`src/hw/rtl/idp_pkg.sv`:
```
// ----------------------------------------------------------------------------
// idp_pkg: shared definitions for the ISO 8601 duration parser
// Designator ranks, unit scaling constants and the record handed from the
// character front end to the arithmetic back end.
// ----------------------------------------------------------------------------
package idp_pkg;

    // Default width of the decimal number accumulator.
    localparam int NUMBER_BITS_DEFAULT = 32;

    // Width of one slice of the number that feeds one multiplier.
    localparam int CHUNK_BITS = 24;

    // Width of the largest unit in milliseconds (one year).
    localparam int UNIT_BITS = 35;

    // Width of the result total and of the fraction contribution.
    localparam int TOTAL_BITS = 63;
    localparam int FRAC_BITS  = 10;

    // Designator ranks in the order the standard allows them.
    localparam logic [2:0] RANK_NONE   = 3'd0;
    localparam logic [2:0] RANK_YEAR   = 3'd1;
    localparam logic [2:0] RANK_MONTH  = 3'd2;
    localparam logic [2:0] RANK_WEEK   = 3'd3;
    localparam logic [2:0] RANK_DAY    = 3'd4;
    localparam logic [2:0] RANK_HOUR   = 3'd5;
    localparam logic [2:0] RANK_MINUTE = 3'd6;
    localparam logic [2:0] RANK_SECOND = 3'd7;

    // Unit scaling: nominal hours per calendar unit and milliseconds per time unit.
    localparam logic [63:0] HOURS_PER_YEAR  = 64'd8760;
    localparam logic [63:0] HOURS_PER_MONTH = 64'd720;
    localparam logic [63:0] HOURS_PER_WEEK  = 64'd168;
    localparam logic [63:0] HOURS_PER_DAY   = 64'd24;
    localparam logic [63:0] MS_PER_SECOND   = 64'd1000;
    localparam logic [63:0] MS_PER_MINUTE   = 64'd60 * MS_PER_SECOND;
    localparam logic [63:0] MS_PER_HOUR     = 64'd60 * MS_PER_MINUTE;

    // Record passed through the queue alongside the number.
    typedef struct packed {
        logic                 is_end;    // final character of the string
        logic                 syntax;    // string rejected
        logic                 num_ovf;   // number accumulator saturated
        logic [2:0]           rank;      // designator taken, or none
        logic [FRAC_BITS-1:0] frac_val;  // fraction of a second in ms
    } idp_ctl_t;

    // Milliseconds per unit, indexed by rank.
    function automatic logic [UNIT_BITS-1:0] unit_ms(input logic [2:0] rank);
        logic [63:0] v;
        begin
            case (rank)
                RANK_YEAR:   v = HOURS_PER_YEAR * MS_PER_HOUR;
                RANK_MONTH:  v = HOURS_PER_MONTH * MS_PER_HOUR;
                RANK_WEEK:   v = HOURS_PER_WEEK * MS_PER_HOUR;
                RANK_DAY:    v = HOURS_PER_DAY * MS_PER_HOUR;
                RANK_HOUR:   v = MS_PER_HOUR;
                RANK_MINUTE: v = MS_PER_MINUTE;
                RANK_SECOND: v = MS_PER_SECOND;
                default:     v = 64'd0;
            endcase
            return v[UNIT_BITS-1:0];
        end
    endfunction

endpackage

```
`src/hw/rtl/idp_front.sv`:
```
// ----------------------------------------------------------------------------
// idp_front: character front end
// Classifies each character, tracks the parse phase, builds the decimal
// number and the fraction, and emits one record per designator or end.
// ----------------------------------------------------------------------------
module idp_front #(
    parameter int NUMBER_BITS = idp_pkg::NUMBER_BITS_DEFAULT
) (
    input  logic                   aclk,
    input  logic                   aresetn,
    input  logic                   accept,
    input  logic [7:0]             char_code,
    input  logic                   last_char,
    output logic                   push,
    output idp_pkg::idp_ctl_t      push_ctl,
    output logic [NUMBER_BITS-1:0] push_number
);

    localparam logic [1:0] PH_EXPECT_P = 2'd0;
    localparam logic [1:0] PH_DATE     = 2'd1;
    localparam logic [1:0] PH_TIME     = 2'd2;
    localparam logic [1:0] PH_ERROR    = 2'd3;

    localparam logic [7:0] CH_P     = 8'h50;
    localparam logic [7:0] CH_T     = 8'h54;
    localparam logic [7:0] CH_Y     = 8'h59;
    localparam logic [7:0] CH_M     = 8'h4D;
    localparam logic [7:0] CH_W     = 8'h57;
    localparam logic [7:0] CH_D     = 8'h44;
    localparam logic [7:0] CH_H     = 8'h48;
    localparam logic [7:0] CH_S     = 8'h53;
    localparam logic [7:0] CH_ZERO  = 8'h30;
    localparam logic [7:0] CH_NINE  = 8'h39;
    localparam logic [7:0] CH_DOT   = 8'h2E;
    localparam logic [7:0] CH_COMMA = 8'h2C;

    localparam int FB = idp_pkg::FRAC_BITS;

    logic [1:0]             phase_reg,      phase_next;
    logic [NUMBER_BITS-1:0] acc_reg,        acc_next;
    logic                   digits_reg,     digits_next;
    logic [FB-1:0]          frac_reg,       frac_next;
    logic [1:0]             frac_cnt_reg,   frac_cnt_next;
    logic                   in_frac_reg,    in_frac_next;
    logic [2:0]             last_rank_reg,  last_rank_next;
    logic                   ovf_reg,        ovf_next;

    logic                   is_digit;
    logic [3:0]             digit;
    logic [NUMBER_BITS+3:0] acc_wide;
    logic [FB+3:0]          frac_wide;
    logic [2:0]             rank;
    logic                   take_term;
    logic                   fin_err;
    logic [6:0]             scale;
    logic [FB+6:0]          frac_prod;

    assign is_digit  = (char_code >= CH_ZERO) && (char_code <= CH_NINE);
    assign digit     = 4'(char_code - CH_ZERO);
    assign acc_wide  = {acc_reg, 3'b000} + {2'b00, acc_reg, 1'b0} + (NUMBER_BITS + 4)'(digit);
    assign frac_wide = {frac_reg, 3'b000} + {2'b00, frac_reg, 1'b0} + (FB + 4)'(digit);

    // Designator rank within the current part of the text.
    always_comb begin
        rank = idp_pkg::RANK_NONE;
        if (phase_reg == PH_DATE) begin
            case (char_code)
                CH_Y:    rank = idp_pkg::RANK_YEAR;
                CH_M:    rank = idp_pkg::RANK_MONTH;
                CH_W:    rank = idp_pkg::RANK_WEEK;
                CH_D:    rank = idp_pkg::RANK_DAY;
                default: rank = idp_pkg::RANK_NONE;
            endcase
        end else if (phase_reg == PH_TIME) begin
            case (char_code)
                CH_H:    rank = idp_pkg::RANK_HOUR;
                CH_M:    rank = idp_pkg::RANK_MINUTE;
                CH_S:    rank = idp_pkg::RANK_SECOND;
                default: rank = idp_pkg::RANK_NONE;
            endcase
        end
    end

    // Weight of the fraction digits collected so far.
    always_comb begin
        case (frac_cnt_reg)
            2'd1:    scale = 7'd100;
            2'd2:    scale = 7'd10;
            2'd3:    scale = 7'd1;
            default: scale = 7'd0;
        endcase
    end

    assign frac_prod = frac_reg * scale;

    // Parse step for one character.
    always_comb begin
        phase_next     = phase_reg;
        acc_next       = acc_reg;
        digits_next    = digits_reg;
        frac_next      = frac_reg;
        frac_cnt_next  = frac_cnt_reg;
        in_frac_next   = in_frac_reg;
        last_rank_next = last_rank_reg;
        ovf_next       = ovf_reg;
        take_term      = 1'b0;

        if (phase_reg == PH_ERROR) begin
            phase_next = PH_ERROR;
        end else if (phase_reg == PH_EXPECT_P) begin
            phase_next = (char_code == CH_P) ? PH_DATE : PH_ERROR;
        end else if (is_digit) begin
            if (in_frac_reg) begin
                if (frac_cnt_reg != 2'd3) begin
                    frac_next     = frac_wide[FB-1:0];
                    frac_cnt_next = frac_cnt_reg + 2'd1;
                end
            end else begin
                if (acc_wide[NUMBER_BITS+3:NUMBER_BITS] != 4'd0) begin
                    acc_next = '1;
                    ovf_next = 1'b1;
                end else begin
                    acc_next = acc_wide[NUMBER_BITS-1:0];
                end
                digits_next = 1'b1;
            end
        end else if ((char_code == CH_DOT) || (char_code == CH_COMMA)) begin
            if ((phase_reg == PH_TIME) && digits_reg && !in_frac_reg) begin
                in_frac_next = 1'b1;
            end else begin
                phase_next = PH_ERROR;
            end
        end else if (char_code == CH_T) begin
            if ((phase_reg == PH_DATE) && !digits_reg) begin
                phase_next = PH_TIME;
            end else begin
                phase_next = PH_ERROR;
            end
        end else if ((rank == idp_pkg::RANK_NONE) || !digits_reg ||
                     (rank <= last_rank_reg) ||
                     (in_frac_reg && ((rank != idp_pkg::RANK_SECOND) ||
                                      (frac_cnt_reg == 2'd0)))) begin
            phase_next = PH_ERROR;
        end else begin
            take_term      = 1'b1;
            acc_next       = '0;
            digits_next    = 1'b0;
            in_frac_next   = 1'b0;
            frac_next      = '0;
            frac_cnt_next  = 2'd0;
            last_rank_next = rank;
        end
    end

    // Checks on the text as a whole once the final character is in.
    assign fin_err = (phase_next == PH_EXPECT_P) || digits_next || in_frac_next ||
                     (last_rank_next == idp_pkg::RANK_NONE) ||
                     ((phase_next == PH_TIME) && (last_rank_next < idp_pkg::RANK_HOUR));

    // Record for the back end.
    always_comb begin
        push              = accept && (take_term || last_char);
        push_number       = take_term ? acc_reg : '0;
        push_ctl.is_end   = last_char;
        push_ctl.syntax   = (phase_next == PH_ERROR) || fin_err;
        push_ctl.num_ovf  = ovf_next;
        push_ctl.rank     = take_term ? rank : idp_pkg::RANK_NONE;
        push_ctl.frac_val = (take_term && in_frac_reg) ? frac_prod[FB-1:0] : '0;
    end

    // Parse state; the final character returns everything to the start.
    always_ff @(posedge aclk) begin
        if (!aresetn || (accept && last_char)) begin
            phase_reg     <= PH_EXPECT_P;
            acc_reg       <= '0;
            digits_reg    <= 1'b0;
            frac_reg      <= '0;
            frac_cnt_reg  <= 2'd0;
            in_frac_reg   <= 1'b0;
            last_rank_reg <= idp_pkg::RANK_NONE;
            ovf_reg       <= 1'b0;
        end else if (accept) begin
            phase_reg     <= phase_next;
            acc_reg       <= acc_next;
            digits_reg    <= digits_next;
            frac_reg      <= frac_next;
            frac_cnt_reg  <= frac_cnt_next;
            in_frac_reg   <= in_frac_next;
            last_rank_reg <= last_rank_next;
            ovf_reg       <= ovf_next;
        end
    end

endmodule

```
`src/hw/rtl/idp_fifo.sv`:
```
// ----------------------------------------------------------------------------
// idp_fifo: four-entry queue between front end and back end
// Holds parse records so that either side may stall without the other.
// ----------------------------------------------------------------------------
module idp_fifo #(
    parameter int WIDTH = 16
) (
    input  logic             aclk,
    input  logic             aresetn,
    input  logic             wr_en,
    input  logic [WIDTH-1:0] wr_data,
    input  logic             rd_en,
    output logic [WIDTH-1:0] rd_data,
    output logic             empty,
    output logic             full
);

    localparam int DEPTH = 4;
    localparam int AW    = $clog2(DEPTH);

    logic [WIDTH-1:0] mem_reg [DEPTH];
    logic [AW-1:0]    wr_ptr_reg;
    logic [AW-1:0]    rd_ptr_reg;
    logic [AW:0]      count_reg;

    assign empty   = (count_reg == '0);
    assign full    = (count_reg == (AW + 1)'(DEPTH));
    assign rd_data = mem_reg[rd_ptr_reg];

    // Storage.
    always_ff @(posedge aclk) begin
        if (wr_en) begin
            mem_reg[wr_ptr_reg] <= wr_data;
        end
    end

    // Pointers and fill count.
    always_ff @(posedge aclk) begin
        if (!aresetn) begin
            wr_ptr_reg <= '0;
            rd_ptr_reg <= '0;
            count_reg  <= '0;
        end else begin
            if (wr_en) begin
                wr_ptr_reg <= wr_ptr_reg + AW'(1);
            end
            if (rd_en) begin
                rd_ptr_reg <= rd_ptr_reg + AW'(1);
            end
            if (wr_en && !rd_en) begin
                count_reg <= count_reg + (AW + 1)'(1);
            end else if (!wr_en && rd_en) begin
                count_reg <= count_reg - (AW + 1)'(1);
            end
        end
    end

endmodule

```
`src/hw/rtl/idp_back.sv`:
```
// ----------------------------------------------------------------------------
// idp_back: arithmetic back end
// Scales each number by its unit in sliced multipliers, adds the fraction,
// accumulates the saturating total and presents the result beat.
// ----------------------------------------------------------------------------
module idp_back #(
    parameter int NUMBER_BITS = idp_pkg::NUMBER_BITS_DEFAULT
) (
    input  logic                   aclk,
    input  logic                   aresetn,
    input  logic                   q_empty,
    input  idp_pkg::idp_ctl_t      q_ctl,
    input  logic [NUMBER_BITS-1:0] q_number,
    output logic                   q_pop,
    output logic                   m_tvalid,
    input  logic                   m_tready,
    output logic [71:0]            m_tdata
);

    localparam int CB      = idp_pkg::CHUNK_BITS;
    localparam int UB      = idp_pkg::UNIT_BITS;
    localparam int TB      = idp_pkg::TOTAL_BITS;
    localparam int CHUNKS  = (NUMBER_BITS + CB - 1) / CB;
    localparam int PAD_W   = CHUNKS * CB;
    localparam int PROD_W  = CB + UB;
    localparam int RAW_W   = PAD_W + UB + 1;
    localparam int SUM_W   = (RAW_W > TB + 1) ? RAW_W : TB + 1;

    localparam logic [1:0] ST_OK       = 2'd0;
    localparam logic [1:0] ST_SYNTAX   = 2'd1;
    localparam logic [1:0] ST_OVERFLOW = 2'd2;

    logic [PAD_W-1:0]  num_pad;
    logic [UB-1:0]     unit;
    logic              stall;

    logic              a_valid_reg;
    idp_pkg::idp_ctl_t a_ctl_reg;
    logic [PROD_W-1:0] a_prod_reg [CHUNKS];

    logic              b_valid_reg;
    idp_pkg::idp_ctl_t b_ctl_reg;
    logic [TB-1:0]     b_part_reg;
    logic              b_sat_reg;

    logic [TB-1:0]     total_reg;
    logic              ovf_reg;
    logic              out_valid_reg;
    logic [TB-1:0]     out_ms_reg;
    logic [1:0]        out_status_reg;

    logic [SUM_W-1:0]  part_sum;
    logic              part_sat;
    logic [TB:0]       tot_sum;
    logic              tot_sat;
    logic [TB-1:0]     tot_new;
    logic              out_load;

    assign num_pad = PAD_W'(q_number);
    assign unit    = idp_pkg::unit_ms(q_ctl.rank);

    // The pipe holds only when a finished result has nowhere to go.
    assign out_load = !out_valid_reg || m_tready;
    assign stall    = b_valid_reg && b_ctl_reg.is_end && !out_load;
    assign q_pop    = !q_empty && !stall;

    // Stage A: one multiplier per slice of the number.
    for (genvar k = 0; k < CHUNKS; k++) begin : g_mul
        always_ff @(posedge aclk) begin
            if (!stall) begin
                a_prod_reg[k] <= num_pad[k*CB +: CB] * unit;
            end
        end
    end

    always_ff @(posedge aclk) begin
        if (!stall) begin
            a_ctl_reg <= q_ctl;
        end
    end

    // Stage B: recombine the slices, add the fraction, saturate.
    always_comb begin
        part_sum = SUM_W'(a_ctl_reg.frac_val);
        for (int k = 0; k < CHUNKS; k++) begin
            part_sum = part_sum + (SUM_W'(a_prod_reg[k]) << (k * CB));
        end
        part_sat = (part_sum[SUM_W-1:TB] != '0);
    end

    always_ff @(posedge aclk) begin
        if (!stall) begin
            b_ctl_reg  <= a_ctl_reg;
            b_part_reg <= part_sat ? '1 : part_sum[TB-1:0];
            b_sat_reg  <= part_sat;
        end
    end

    // Stage C: saturating running total.
    assign tot_sum = {1'b0, total_reg} + {1'b0, b_part_reg};
    assign tot_sat = tot_sum[TB];
    assign tot_new = tot_sat ? '1 : tot_sum[TB-1:0];

    always_ff @(posedge aclk) begin
        if (!aresetn) begin
            a_valid_reg <= 1'b0;
            b_valid_reg <= 1'b0;
            total_reg   <= '0;
            ovf_reg     <= 1'b0;
        end else if (!stall) begin
            a_valid_reg <= q_pop;
            b_valid_reg <= a_valid_reg;
            if (b_valid_reg) begin
                if (b_ctl_reg.is_end) begin
                    total_reg <= '0;
                    ovf_reg   <= 1'b0;
                end else begin
                    total_reg <= tot_new;
                    ovf_reg   <= ovf_reg || b_sat_reg || tot_sat;
                end
            end
        end
    end

    // Result beat register.
    always_ff @(posedge aclk) begin
        if (!aresetn) begin
            out_valid_reg <= 1'b0;
        end else if (b_valid_reg && b_ctl_reg.is_end && out_load) begin
            out_valid_reg <= 1'b1;
        end else if (m_tready) begin
            out_valid_reg <= 1'b0;
        end
    end

    always_ff @(posedge aclk) begin
        if (b_valid_reg && b_ctl_reg.is_end && out_load) begin
            if (b_ctl_reg.syntax) begin
                out_ms_reg     <= '0;
                out_status_reg <= ST_SYNTAX;
            end else begin
                out_ms_reg     <= tot_new;
                out_status_reg <= (b_ctl_reg.num_ovf || ovf_reg || b_sat_reg || tot_sat) ?
                                  ST_OVERFLOW : ST_OK;
            end
        end
    end

    assign m_tvalid = out_valid_reg;
    assign m_tdata  = {7'd0, out_status_reg, out_ms_reg};

endmodule

```
`src/hw/rtl/iso8601_duration_parser.sv`:
```
// ----------------------------------------------------------------------------
// iso8601_duration_parser: ISO 8601 duration to milliseconds
// Takes the duration text one character per beat and returns the total in
// milliseconds with a status on the final character.
// ----------------------------------------------------------------------------
// The block accepts one character every cycle for as long as its four-entry
// record queue has room; the front end parses each character combinationally.
// Years, months, weeks and days count as 8760, 720, 168 and 24 hours; a
// fraction is allowed on seconds only and is truncated to whole milliseconds.
// The result beat (status 0 ok, 1 syntax error with a zero duration, 2
// saturated overflow) follows the final character through the queue, the
// sliced unit multipliers, the recombine and saturate stage and the result
// register, which takes the running total with the last term added. A held
// result stalls the back end only; characters keep flowing until the queue fills.
// ----------------------------------------------------------------------------
module iso8601_duration_parser #(
    parameter int NUMBER_BITS = idp_pkg::NUMBER_BITS_DEFAULT
) (
    input  logic        aclk,
    input  logic        aresetn,
    input  logic        s_tvalid,
    output logic        s_tready,
    input  logic [7:0]  s_tdata,   // [7:0] char_code
    input  logic        s_tlast,   // last_char
    output logic        m_tvalid,
    input  logic        m_tready,
    output logic [71:0] m_tdata    // [62:0] duration_ms, [64:63] status, rest zero
);

    localparam int CTL_W = $bits(idp_pkg::idp_ctl_t);
    localparam int REC_W = CTL_W + NUMBER_BITS;

    logic                   accept;
    logic                   push;
    idp_pkg::idp_ctl_t      push_ctl;
    logic [NUMBER_BITS-1:0] push_number;
    logic [REC_W-1:0]       q_data;
    logic                   q_empty;
    logic                   q_full;
    logic                   q_pop;
    idp_pkg::idp_ctl_t      q_ctl;
    logic [NUMBER_BITS-1:0] q_number;

    assign s_tready = !q_full;
    assign accept   = s_tvalid && !q_full;
    assign q_ctl    = q_data[CTL_W-1:0];
    assign q_number = q_data[REC_W-1:CTL_W];

    idp_front #(
        .NUMBER_BITS (NUMBER_BITS)
    ) u_front (
        .aclk        (aclk),
        .aresetn     (aresetn),
        .accept      (accept),
        .char_code   (s_tdata),
        .last_char   (s_tlast),
        .push        (push),
        .push_ctl    (push_ctl),
        .push_number (push_number)
    );

    idp_fifo #(
        .WIDTH (REC_W)
    ) u_fifo (
        .aclk    (aclk),
        .aresetn (aresetn),
        .wr_en   (push),
        .wr_data ({push_number, push_ctl}),
        .rd_en   (q_pop),
        .rd_data (q_data),
        .empty   (q_empty),
        .full    (q_full)
    );

    idp_back #(
        .NUMBER_BITS (NUMBER_BITS)
    ) u_back (
        .aclk     (aclk),
        .aresetn  (aresetn),
        .q_empty  (q_empty),
        .q_ctl    (q_ctl),
        .q_number (q_number),
        .q_pop    (q_pop),
        .m_tvalid (m_tvalid),
        .m_tready (m_tready),
        .m_tdata  (m_tdata)
    );

endmodule
```
`config.mk`:
```
export PLATFORM = sky130hd
export DESIGN_NAME = iso8601_duration_parser
export DESIGN_NICKNAME = d
export VERILOG_FILES = /design/src/hw/rtl/idp_pkg.sv /design/src/hw/rtl/idp_front.sv /design/src/hw/rtl/idp_fifo.sv /design/src/hw/rtl/idp_back.sv /design/src/hw/rtl/iso8601_duration_parser.sv
export SDC_FILE = /design/constraint.sdc
export NUM_CORES = 2
export LEC_CHECK = 0
export BUFFER_PORTS_ARGS = -buffer_cell sky130_fd_sc_hd__clkbuf_2
export CORE_MARGIN = 2
export CORE_UTILIZATION = 30
export DETAILED_ROUTE_END_ITERATION = 16
export HOLD_SLACK_MARGIN = 0.1
export PLACE_DENSITY = 0.5
export SLEW_MARGIN = 10
export SYNTH_ARGS = -nofsm -noshare
export SYNTH_HDL_FRONTEND = slang
export SYNTH_SLANG_ARGS = --single-unit
```
`constraint.sdc`:
```
create_clock -name aclk -period 9.57 [get_ports aclk]
set_clock_uncertainty 0.1 [all_clocks]
set_input_delay 0.4785 -clock aclk [delete_from_list [all_inputs] [get_ports aclk]]
set_output_delay 0.4785 -clock aclk [all_outputs]
set_load 0.1 [all_outputs]
```
==> qor.yml <==
worst_setup_path:
  r2r_slack_ns: 0.41
  required_ns: 9.88
  crit_end: "u_back.a_prod_reg[0][55]"
  worstPathArrival_ns: 9.47
  r2r_cells: 30
  critPathKind: "register to register"
  cp_slowest_stage_delay_ns: 0.55
  cp-start-kind: "register"
  cp_slowest_cell: "fa_1"
  cp_max_fo: 12
  cp_common_cell: "fa_1"
  cp-end-kind: "register"
  r2r_end: "u_back.a_prod_reg[0][55]"
die:
  dieArea_mm2: 0.204
  chipWidth_um: 452
  start_util_pct: 30.2
  die_h_um: 452
  std_cell_rows: 164
  io_pins: 87
  coreArea_mm2: 0.200
finish:
  syn_to_final_growth_pct: 10.6
  fin_util_pct: 33.4
  fin_area_mm2: 0.0666
  drive_above_1_share_pct: 7.36
  nets: 7490
  stdcell_count: 8882
  largest_reg_flops: 192
  mostFrequentLayoutCells: "inv_1, fa_1, nand2_1"
  final_common_cell: "inv_1"
clock_tree:
  post_cts_buffers: 0
  clk_path_buf_depth: 3
  clockRootBuffer: "clkbuf_16"
  cts_tree: "yes"
  cts_sinks: 561
  clk_pin_slew_ns: 0.06
  cts_made_buffers: 70
  htreeDepth: 3
  insertion_delay_ns: 0.68
global_route:
  grt_pass1_wl_mm: 270
  gr-usage-all-layers_pct: 17.2
  antenna_found_initial: 3
  grt_start_max_net_pins: 76
  grt_overflow_total: 0
  first_global_vias: 45100
flow_run:
  cap_violations: 0
detailed_routing:
  vias: 42700
  routed_wl_mm: 173
  drt-initial-drc-count: 2897
  drc: 0
  ant_nets: 0
  first_pass_iters: 7
  vias_per_cell: 4.81
  post_drt_wl_per_cell_um: 19.5
placement:
  place_ws_ns: 0.170
  place_congestion: 0.961
  dp.cells: 8748
  dpl_cell_area_mm2: 0.0641
  dp_hpwl_mm: 140
  io_buffers: 79
run_status:
  status: "completed"
logic_synthesis:
  ys_seq_area_share_pct: 25.8
  syn_area_mm2: 0.0602
  ys_top_cells_by_area: "fa_1, edfxtp_1, ha_1"
  synth_top_cell_by_area: "fa_1"
  netlist_instances: 6115
  yosys.area.top_type_share_pct: 27.8
  synth_ff_type: "edfxtp_1"
  yosys_warnings: 0
  async_flop_share_pct: 0
  yosysUniqueCellTypes: 95
  ys_ff_latch: 561
  syn_avg_cell_area_um2: 9.85
  synth_edf_count: 433
sta:
  timing.final.hold_violations: 0
  fmax_mhz: 109
  slew_headroom_pct: 31.7
  setup_viol: 0
  fin_ws_ns: 0.412
  layout_min_cycle_time_ns: 9.16
  slew_viol_final: 0
  period_share_pct: 95.7
  tightest_slew_ns: 1.02
worst_hold_path:
  hold_path.class: "primary input to register"
  whs_path_depth: 4
through the flow:
stage / setup TNS (ns) / hold slack, ns
6_report: 0 / 0.193
5_1_grt: -0.0348 / 0.209
4_1_cts: 0 / 0.123
3_5_place_dp: 0 / 0.312
3_3_place_gp: 0 / 0.304
2_1_floorplan: 0 / 0.300
cells in the mapped netlist, types with 7 or more instances:
cell type	n
a211o_1	7
a211oi_1	28
a21boi_0	9
a21o_1	127
a21oi_1	304
a221o_1	31
a31oi_1	25
and2_1	111
and3_1	53
and4_1	11
buf_1	17
buf_2	18
buf_4	7
clkbuf_1	199
dfxtp_1	128
edfxtp_1	433
fa_1	835
ha_1	475
inv_1	1030
mux2_2	19
mux2i_1	27
mux4_2	29
nand2_1	639
nand2b_1	47
nand3_1	90
nand3b_1	10
nand4_1	48
nor2_1	496
nor2b_1	35
nor3_1	55
nor4_1	10
o211ai_1	14
o21a_1	43
o21ai_0	207
o21ai_1	26
o21bai_1	43
o31ai_1	11
or2_2	22
or3_1	21
xnor2_1	182
xor2_1	90
per-layer routing:
layer  global-route usage, %  vias to the layer above  part of all wire, %
met5                       0                        -               0.0075
met4                    5.20                        2                  3.1
met3                    3.03                      237                  6.4
met2                    27.7                     1234                   45
met1                    23.4                    21200                   45
li1                        -                    20000                    -
area by class of cell:
type                            instances  area [um2]
Antenna cell                            1        2.50
Clock buffer                           98        1970
Fill cell                           20400      133000
Inverter                             1031        3870
Multi-Input combinational cell       4282       39900
Tap cell                             2656        3320
Timing Repair Buffer                  221        1540
Clock inverter                         32         393
Sequential cell                       561       15600
critical path, delay by kind of cell, from the launching register on:
kind / cells / cell delay, ns
and+or+nand+nor: 4 / 0.78
xor gates and xnor gates: 1 / 0.09
buffers and inverters: 7 / 1.10
AOI/OAI and AO/OA: 9 / 2.08
muxes: 1 / 0.37
adders and majority gates: 8 / 3.93
DFF: 1 / 0.43
repair_timing:
item,CTS,global route
resized for setup,0,16
endpoints found under the hold margin,7,0
hold buffers,3,0
endpoints found under the setup margin,0,10
cell families after synthesis:
group	synth area share, %
AOI/OAI and AO/OA	10.1
xor gates and xnor gates	3.96
adders and majority gates	37.6
buffers and inverters	8.12
DFF	25.8
muxes	1.89
other	0.00623
and+or+nand+nor	12.4
how the worst min path moves through the flow:
stage	start	to	slack (ns)
after floorplan	u_back.a_ctl_reg[13]	u_back.b_ctl_reg[13]	0.30
after global placement	u_back.a_ctl_reg[14]	u_back.b_ctl_reg[14]	0.30
after detailed placement	u_back.a_ctl_reg[14]	u_back.b_ctl_reg[14]	0.31
after CTS	s_tvalid	u_front.phase_reg[1]	0.12
after global routing	s_tvalid	u_front.phase_reg[1]	0.21
final	s_tvalid	u_front.phase_reg[1]	0.19
Power is not shown: default switching activity piles up to over one toggle a cycle in this logic, so the estimate is an artifact.
